--- src/hdl/lbs_pkg.sv ---
`timescale 1ns / 1ps

package lbs_pkg;

  localparam int TDATA_IN_W  = 160;
  localparam int TDATA_OUT_W = 128;

  localparam logic [1:0] MODE_LOAD   = 2'd0;
  localparam logic [1:0] MODE_WEIGHT = 2'd1;
  localparam logic [1:0] MODE_PASS   = 2'd2;

  typedef struct packed {
    logic       capture;  // latch the accepted item
    logic       wr;       // write the accepted matrix element
    logic       issue;    // read one matrix row and start its pipeline pass
    logic       add;      // the issued row contributes to the accumulators
    logic [1:0] row;      // matrix row being issued
    logic       emit;     // load the blended result and clear the accumulators
    logic       pass;     // load the pass-through result
  } lbs_cmd_t;

endpackage

--- src/hdl/lbs_ctrl.sv ---
`timescale 1ns / 1ps

module lbs_ctrl #(
  parameter int MAX_JOINTS = 64
) (
  input  logic             clk,
  input  logic             rst,
  input  logic             in_valid,
  output logic             in_ready,
  input  logic [1:0]       in_mode,
  input  logic [5:0]       in_joint,
  input  logic             in_last,
  input  logic             out_free,
  output lbs_pkg::lbs_cmd_t cmd
);

  import lbs_pkg::*;

  typedef enum logic [2:0] {
    ST_IDLE,
    ST_RUN,
    ST_DRAIN,
    ST_EMIT,
    ST_PASS
  } state_t;

  state_t     state;
  logic [1:0] row;
  logic [1:0] drain;
  logic       item_last;
  logic       item_add;
  logic       joint_ok;
  logic       accept;

  always_comb begin
    joint_ok    = {3'b000, in_joint} < 9'(MAX_JOINTS);
    in_ready    = (state == ST_IDLE) || (state == ST_RUN && row == 2'd3 && !item_last);
    accept      = in_valid && in_ready;
    cmd.capture = accept;
    cmd.wr      = accept && (in_mode == MODE_LOAD) && joint_ok;
    cmd.issue   = (state == ST_RUN);
    cmd.add     = item_add;
    cmd.row     = row;
    cmd.emit    = (state == ST_EMIT) && out_free;
    cmd.pass    = (state == ST_PASS) && out_free;
  end

  always_ff @(posedge clk) begin
    if (rst) begin
      state     <= ST_IDLE;
      row       <= 2'd0;
      drain     <= 2'd0;
      item_last <= 1'b0;
      item_add  <= 1'b0;
    end else begin
      if (accept) begin
        item_last <= in_last;
        item_add  <= joint_ok;
      end
      unique case (state)
        ST_IDLE, ST_RUN: begin
          if (state == ST_RUN && row != 2'd3) begin
            row <= row + 2'd1;
          end else if (accept) begin
            priority if (in_mode == MODE_WEIGHT) begin
              state <= ST_RUN;
              row   <= 2'd0;
            end else if (in_mode == MODE_PASS) begin
              state <= ST_PASS;
            end else begin
              state <= ST_IDLE;
            end
          end else if (state == ST_RUN && item_last) begin
            // let the last rows reach the accumulators
            state <= ST_DRAIN;
            drain <= 2'd0;
          end else begin
            state <= ST_IDLE;
          end
        end
        ST_DRAIN: begin
          drain <= drain + 2'd1;
          if (drain == 2'd3) begin
            state <= ST_EMIT;
          end
        end
        ST_EMIT, ST_PASS: begin
          if (out_free) begin
            state <= ST_IDLE;
          end
        end
        default: state <= ST_IDLE;
      endcase
    end
  end

`ifndef SYNTHESIS
  a_weight_starts_row0: assert property (@(posedge clk) disable iff (rst)
    accept && in_mode == MODE_WEIGHT |=> cmd.issue && cmd.row == 2'd0)
    else $error("weight item did not start at row 0");

  a_last_reaches_emit: assert property (@(posedge clk) disable iff (rst)
    cmd.issue && cmd.row == 2'd3 && item_last |=> !in_ready ##4 state == ST_EMIT)
    else $error("last term did not drain into emit");

  a_write_outside_rows: assert property (@(posedge clk) disable iff (rst)
    cmd.wr |-> !cmd.issue || cmd.row == 2'd3)
    else $error("table write in the middle of a row sweep");
`endif

endmodule

--- config.mk ---
export PLATFORM = sky130hd
export DESIGN_NAME = lbs_ctrl
export DESIGN_NICKNAME = d
export VERILOG_FILES = /design/src/hdl/lbs_pkg.sv /design/src/hdl/lbs_ctrl.sv
export SDC_FILE = /design/constraint.sdc
export NUM_CORES = 1
export LEC_CHECK = 0
export BUFFER_PORTS_ARGS = -buffer_cell sky130_fd_sc_hd__buf_4
export CAP_MARGIN = 20
export CORE_AREA = 2 2 39 41
export DETAILED_ROUTE_END_ITERATION = 7
export DIE_AREA = 0 0 41 43
export PLACE_DENSITY = 0.76
export SYNTH_ARGS = -nofsm -noshare
export SYNTH_HDL_FRONTEND = slang
export SYNTH_SLANG_ARGS = --single-unit
export TNS_END_PERCENT = 1
--- constraint.sdc ---
create_clock -name clk -period 2.1 [get_ports clk]
set_clock_uncertainty 0.15 [all_clocks]
set_input_delay 0 -clock clk [delete_from_list [all_inputs] [get_ports clk]]
set_output_delay 0 -clock clk [all_outputs]
set_load 0.005 [all_outputs]
After elaboration in Yosys (flattened, before gate mapping):

Index checks and enable logic that the tools add are counted.
Widths: inputs -> output; s select.

* register bits: 9
* logic and storage cells: 56

* equal/unequal tests: 14
* add/subtract/negate cells: 2
* reductions and logical operators: 20
* multiplexer cells: 15

Operators by type and width (count)
* $mux 3: 6
* $mux 2: 7
* $ne 2x2->1 const B: 6
* $pmux 3 s3: 1
* $logic_and 1x1->1: 8
* $eq 2x2->1 const B: 3
* $eq 3x2->1 const B: 2
* $reduce_and 3->1: 2
* $reduce_bool 2->1: 3
* $add 2x1->2 const B: 2
* $pmux 2 s2: 1
* $reduce_and 4->1: 1
* $reduce_or 2->1: 2
* $eq 3x1->1 const B: 1
* $eq 3x3->1 const B: 1
* $logic_not 3->1: 1
* $eq 2x1->1 const B: 1
* $logic_not 2->1: 1
* $logic_not 1->1: 1
* $logic_or 1x1->1: 1

Depth between registers and ports, before layout:

Gate-level depths: netlist of run 1.

* word-level depth: 8
* mapped depth: 6

Worst setup path after synthesis of run 1:

Ideal clock, no wire load.

* path kind: register to register
* start: reg row[0]
* end: reg row[0]
* clock period less this slack: 1.608 ns
* setup slack: 0.492 ns
* setup time: 0.115 ns
* buffers on the path: 0
* cell stages (with the launch flop): 6
* arrival time: 1.343 ns
* required time: 1.835 ns
* cell sequence: dfxtp_1 -> ha_1 -> or4b_1 -> nand2_1 -> nor2_1 -> o21ba_1

* word-level cells in the longest chain between the ends: 7
* elaborated cells between the ends (all ways): 12
* those cells by class: 1 x add/sub; 2 x eq/ne; 1 x mux; 8 x reduce/logical

Ends and longest elaborated chain
* start: declaration: line lbs_ctrl.sv:28 `logic [1:0] row;`
* start signal: assignment: line lbs_ctrl.sv:63 `row <= row + 2'd1;`
* $eq 2x2->1: line lbs_ctrl.sv:37 `in_ready = (state == ST_IDLE) || (state == ST_RUN && row == 2'd3 && !item_last);`
* $logic_and 1x1->1 (2 in series): line lbs_ctrl.sv:37
* $logic_or 1x1->1: line lbs_ctrl.sv:37
* $logic_and 1x1->1: line lbs_ctrl.sv:38 `accept = in_valid && in_ready;`
* $reduce_bool 2->1 (no line)
* $reduce_and 3->1 (no line)

Parallel ways exist; a longest one is shown, timed or not.
A chain may end at the register's enable or synchronous reset.

Worst setup path in the final report of run 1:

* start: reg row[0]
* end: reg state[2]

* word-level cells in the longest chain between the ends: 8
* elaborated cells between the ends (all ways): 12
* those cells by class: 3 x eq/ne; 3 x mux; 6 x reduce/logical

Ends and longest elaborated chain
* $eq 2x2->1: line lbs_ctrl.sv:37
* $logic_and 1x1->1 (2 in series): line lbs_ctrl.sv:37
* $logic_or 1x1->1: line lbs_ctrl.sv:37
* $logic_and 1x1->1: line lbs_ctrl.sv:38
* $mux 3: line lbs_ctrl.sv:64 `end else if (accept) begin`
* $mux 3: line lbs_ctrl.sv:62 `if (state == ST_RUN && row != 2'd3) begin`
* $pmux 3 s3: line lbs_ctrl.sv:60 `unique case (state)`
* end signal: assignment: line lbs_ctrl.sv:66 `state <= ST_RUN;`
* end signal: assignment: line lbs_ctrl.sv:69 `state <= ST_PASS;`
* end signal: assignment: line lbs_ctrl.sv:71 `state <= ST_IDLE;`
* end: declaration: line lbs_ctrl.sv:27 `state_t state;`

Parallel ways exist; a longest one is shown, timed or not. The select of a mux whose other input is x is not followed.

==> results by group, run 1 <==
Floorplanning
  – Number of I/O pins: 22
  – Die ar.: 1763 sq um
  – Starting Density: 40.87%
  – CORE AREA: 1384 sq um
  – Row count: 14
  – DIE HEIGHT: 43 um
  – Chip Width: 41 um

Power
  – Maximum vdd ir drop: 0.3468 mV
  – Static leakage: 0.3245 nW
  – PD cells: 498.6 nW/um^2

Global routing
  – First-pass GRT wire length: 1.994 mm
  – Antenna violations before repair: 0
  – Aggregate global routing overflow: 0
  – Largest net degree at the start of global routing: 14
  – Vias in the first global route: 504
  – GRT Util Overall: 16.82%

Detailed routing
  – DRT iter0 DRCs: 5
  – # DRC: 0
  – Vias per cell: 5.417
  – Drt wl/cell: 11.83 um
  – WL final: 1.218 mm
  – Final ANT Viol Nets: 0
  – Via count: 558
  – Number of iterations in the first detailed-routing pass: 4

Cells and area
  – Most frequent cells in the layout: buf_4, nor2_1, dfxtp_1
  – N_diodes: 0
  – Layout area overhead: 35.18%
  – Share of cells above drive strength 1: 28.74%
  – Final Core Density: 55.24%
  – Nets: 103
  – Fill cells: 126
  – Commonest non-fill, non-tap cell in the layout: buf_4

Timing
  – Crit path time final: 1938 ps
  – Final Hold Vio Count: 0
  – Setup_tns: 0 ps
  – Worst Max-Slew Pin Slew: 446.3 ps
  – Pins over their slew limit: 0
  – Final setup viols: 0
  – Final period util: 92.31%
  – FMAX: 515.9 MHz
  – Slew margin rel.: 69.83%
  – RSZ-0062 raised after global routing: false

Yosys
  – Syn nets: 83
  – Syn_area_per_cell: 8.317 sq um
  – Post-synthesis xor/xnor area fraction: 0%
  – Area of the mapped netlist: 565.5 sq um
  – Post-synthesis async set-or-reset flop share: 0%
  – Synth unique cells: 31
  – Number of flops mapped to enable cells by yosys: 0
  – Seq/Total Area, Yosys: 31.86%
  – Dominant synthesized flop cell: dfxtp_1
  – Largest family of logic cells by synthesized area: simple AND/OR/NAND/NOR gates
  – Post-synth top area share: 31.86%
  – Synth Area in Simple Gates: 30.97%
  – YS warnings: 0
  – Post-synthesis adder-cell area fraction: 4.425%
  – Largest area contributor in the netlist: dfxtp_1
  – Post-synthesis cell count: 68
  – Post-synthesis mux area share: 1.770%
  – Compound-Gate Fraction of Synth Area: 23.67%
  – #FFs+latches synth: 9
  – Largest cells by area after synthesis: dfxtp_1, nor2_1, a2111oi_4, ha_1, a211oi_1

Critical path
  – CP Max Fanout: 5
  – CP top delay family: buffers and inverters
  – Worst path max stage delay: 570 ps
  – CP cell instances: ha_1 -> nand2b_4 -> a21oi_4 -> a31oi_1 -> dlygate4sd3_1 -> nor2_1
  – Crit path buf inv count: 1
  – Startpoint types: flop
  – CP max-delay cell: dlygate4sd3_1
  – Crit path launch: row[0]$_SDFFE_PP0P_
  – Critical path capture point type: flop
  – Worst Path Required: 2160 ps
  – R2r startpoint: row[0]$_SDFFE_PP0P_
  – CP arrival: 1990 ps
  – WS Path Type: reg -> reg

Place
  – IO Port Bufs: 15
  – Placed wire-length estimate: 855.1 um
  – Final Wtd Congestion: 0.8487

Min path
  – Min-Delay Path Class: in -> reg
  – Hold Startpoint: out_free

Outcome
  – Status: finished, final reports clean

Clock network
  – Root Buffer: clkbuf_4
  – CTS Buffer Depth: 2
  – Clk_lat worst skew: 260 ps
  – TritonCTS Buffers: 3
  – CTS tree: yes
  – Clock sink count: 9
  – Clk slew on worst S/H paths: 60 ps
  – H-tree levels: 1

Flow run
  – Maximum Capacitance Violations: 0
==> stage by stage <==
step,cell area [sq um],power [mW],hold WS [ps],std cells,setup WS [ps]
finish,764.5,0.3811,55.07,103,161.5
global route,764.5,0.4035,83.37,103,63.38
CTS,749.5,0.3866,40.29,103,54.84
detailed placement,683.2,0.2436,99.20,95,312.3
global placement,683.2,0.2425,94.86,95,350.7
floorplan,565.5,0.2209,-118.9,68,491.8
==> layout make-up <==
type / instances / area, sq um / share of cell area [%]
multi-input combinational: 51 / 359.1 / 46.97
clock buffer: 4 / 26.28 / 3.437
inverter: 1 / 3.754 / 0.4910
sequential: 9 / 180.2 / 23.57
tap: 16 / 20.02 / 2.619
timing repair buffer: 22 / 175.2 / 22.91
==> cell families after synthesis <==
family | after synthesis
buffers and inverters | 8
multiplexers | 1
adder cells (fa/ha/maj) | 2
flip-flops | 9
AO/OA/AOI/OAI | 16
AND/OR/NAND/NOR | 32
==> report_power, final <==
group,leakage [nW],switching [mW],internal (mW),total (mW)
clock network,0.0150,0.0593,0.0732,0.132
registers,0.0732,0.00524,0.176,0.181
logic,0.236,0.0285,0.0387,0.0672
total,0.325,0.0931,0.288,0.381
==> worst reg2reg max path, delay by kind of cell, from the launching register on <==
family,cells,cell delay (ps)
buffers and inverters,1,580
and+or+nand+nor,2,190
adders and majority gates,1,300
AOI/OAI and AO/OA,2,280
DFF,1,380
==> registers in the layout, indices dropped and copies added (netlist names) <==
| signal | cells |
|---|---|
| drain | 2 |
| item_add | 1 |
| item_last | 1 |
| row | 2 |
| state | 3 |
==> cells in the mapped netlist (3+ instances only) <==
cell      count
a211oi_1      3
buf_2         3
dfxtp_1       9
nand2_1       6
nand2b_1      3
nor2_1       12
==> worst paths after layout <==
path	to	slack [ps]	cells after the start
worst min-delay path	state[1]$_SDFFE_PP0P_	60	4
worst min register to register	item_add$_SDFFE_PP0P_	310	2
worst max-delay path	state[2]$_SDFFE_PP0P_	160	6
worst max register to register	state[2]$_SDFFE_PP0P_	160	6
==> per-layer routing <==
metal / vias to the layer above / part of all wire, % / track usage, %
met5: - / 0 / 0
met4: 0 / 0 / 4.000
met3: 0 / 4.0 / 9.424
met2: 9 / 51 / 27.19
met1: 270 / 44 / 18.18
li1: 279 / - / -
==> what timing repair did <==
item                       in CTS  in global routing
hold buffers                    4                  0
setup endpoints to repair       0                  1
hold endpoints to repair        9                  0
gates resized for setup         0                  2
setup buffers                   0                  0
(Power assumes the default switching activity.)
==> run 2, diff against run 1 <==
RECOVER_POWER = 50   (was not set)
==> run 2 against run 1 <==
Worst hold slack hardly changed. Die area stayed put. First-iteration DRC count stayed put. Sequential power hardly changed. Worst setup slack better by 9.5 ps. Non-clock buffer count stayed put. Sequential share of layout area stayed put. Largest power group unchanged.
==> results by group, run 2 (synthesized netlist as in run 1, its figures left out) <==
Cells and area
  – Largest register FFs: 3
  – N_diodes: 0
  – Layout area overhead: 35.18%
  – Top flop regs: state x3, drain x2, row x2
  – Share of cells above drive strength 1: 28.74%
  – Commonest non-fill, non-tap cell in the layout: buf_4
  – Final Core Density: 55.24%
  – Most frequent cells in the layout: buf_4, nor2_1, dfxtp_1
  – Largest register by flop count: state
  – Final instance area: 764.5 sq um
  – Nets: 103

Floorplanning
  – Row count: 14
  – Number of I/O pins: 22
  – CORE AREA: 1384 sq um
  – Starting Density: 40.87%
  – DIE HEIGHT: 43 um
  – Chip Width: 41 um
  – Die ar.: 1763 sq um

Power
  – Sw Share: 24.42%
  – Maximum vdd ir drop: 0.3468 mV
  – Switching power total: 92.93 uW
  – Logic pwr share: 17.5%
  – Static leakage: 0.3222 nW
  – Flop pwr share: 47.7%
  – Clock power frac: 34.8%
  – PD cells: 497.9 nW/um^2
  – Internal power: 287.7 uW

Critical path
  – R2R setup slack: 170 ps
  – Worst Path Required: 2160 ps
  – CP arrival: 1990 ps
  – Startpoint types: flop
  – WS Path Type: reg -> reg
  – Reg2reg path depth: 6
  – R2r startpoint: row[0]$_SDFFE_PP0P_
  – Reg-to-Reg End: state[2]$_SDFFE_PP0P_
  – Worst path max stage delay: 570 ps
  – CP max-delay cell: dlygate4sd3_1
  – CP Max Fanout: 5
  – CP top delay family: buffers and inverters
  – Crit path buf inv count: 1
  – CP cell instances: ha_1 -> nand2b_4 -> a21oi_4 -> a31oi_1 -> dlygate4sd3_1 -> nor2_1
  – Critical path capture point type: flop

Timing
  – Slew margin rel.: 69.83%
  – FMAX: 518.4 MHz
  – Final setup margin: 171.0 ps
  – Crit path time final: 1929 ps
  – Setup_tns: 0 ps
  – Final setup viols: 0
  – RSZ-0062 raised after global routing: false
  – Worst Max-Slew Pin Slew: 446.3 ps
  – Final Hold Vio Count: 0
  – Pins over their slew limit: 0
  – Final period util: 91.86%

Clock network
  – Root Buffer: clkbuf_4
  – Clk slew on worst S/H paths: 60 ps
  – Post-CTS Setup Bufs: 0
  – Clock sink count: 9
  – CTS Buffer Depth: 2
  – H-tree levels: 1
  – TritonCTS Buffers: 3
  – CTS tree: yes
  – Clk_lat worst skew: 260 ps

Place
  – IO Port Bufs: 15
  – Dpl ws: 312.3 ps
  – Placed cell areas: 683.2 sq um
  – Placed wire-length estimate: 855.1 um
  – Final Wtd Congestion: 0.8487

Global routing
  – Vias in the first global route: 504
  – Antenna violations before repair: 0
  – First-pass GRT wire length: 1.994 mm
  – GRT Util Overall: 16.82%
  – Largest net degree at the start of global routing: 14
  – Aggregate global routing overflow: 0

Detailed routing
  – Final ANT Viol Nets: 0
  – # DRC: 0
  – WL final: 1.213 mm
  – Vias per cell: 5.437
  – Drt wl/cell: 11.78 um
  – DRT iter0 DRCs: 5
  – Number of iterations in the first detailed-routing pass: 4
  – Via count: 560

Min path
  – Hold Crit Endpoint: state[1]$_SDFFE_PP0P_
  – Min-Delay Path Class: in -> reg
  – Hold Crit Depth: 4
  – Hold Startpoint: out_free

Outcome
  – Status: finished, final reports clean

Flow run
  – Maximum Capacitance Violations: 0
-- run 2: how the worst max path moves through the flow --
stage / end / slack (ps) / depth (start not counted) / start
CTS: state[2]$_SDFFE_PP0P_ / 50 / 6 / row[0]$_SDFFE_PP0P_
detailed placement: row[0]$_SDFFE_PP0P_ / 310 / 5 / row[0]$_SDFFE_PP0P_
floorplan: row[0]$_SDFFE_PP0P_ / 490 / 5 / row[0]$_SDFFE_PP0P_
global route: state[2]$_SDFFE_PP0P_ / 70 / 6 / row[0]$_SDFFE_PP0P_
finish: state[2]$_SDFFE_PP0P_ / 170 / 6 / row[0]$_SDFFE_PP0P_
global placement: row[0]$_SDFFE_PP0P_ / 350 / 5 / row[0]$_SDFFE_PP0P_
-- run 2: area by class of cell --
type | count | area (sq um)
repair buffers | 22 | 175.2
flip-flops and latches | 9 | 180.2
inverters | 1 | 3.754
multi-input cells | 51 | 359.1
fillers | 126 | 619.3
clock buffers | 4 | 26.28
well taps | 16 | 20.02
-- run 2: what timing repair did --
item                       in CTS  in global routing
setup endpoints to repair       0                  1
hold buffers                    4                  0
hold endpoints to repair        9                  0
gates resized for setup         0                  2
-- run 2: metal layers --
metal | GRT usage (%) | vias to the layer above | routed length (um)
li1 | - | 279 | -
met1 | 18.18 | 272 | 542
met2 | 27.19 | 9 | 625
met3 | 9.424 | 0 | 45
met4 | 4.000 | 0 | 0
met5 | 0 | - | 0
-- run 2: worst reg2reg max path: cells and delay by family (launching register included) --
family / cells / cell delay (ps)
AOI/OAI and AO/OA: 2 / 280
adders and majority gates: 1 / 300
buffers and inverters: 1 / 580
DFF: 1 / 380
and+or+nand+nor: 2 / 190
-- run 2: stage by stage --
step | total power [mW] | instances | hold WS [ps]
2_1_floorplan | 0.2209 | 68 | -118.9
3_3_place_gp | 0.2425 | 95 | 94.86
3_5_place_dp | 0.2436 | 95 | 99.20
4_1_cts | 0.3866 | 103 | 40.29
5_1_grt | 0.4031 | 103 | 83.37
6_report | 0.3806 | 103 | 54.95
-- run 2: power by group through the flow --
stage / registers [mW] / clock network, mW / logic, mW
after CTS: 0.181 / 0.141 / 0.0647
final: 0.181 / 0.133 / 0.0667
after floorplan: 0.183 / 0 / 0.0382
after detailed placement: 0.185 / 0 / 0.0586
after global placement: 0.185 / 0 / 0.0578
after global routing: 0.182 / 0.148 / 0.0732
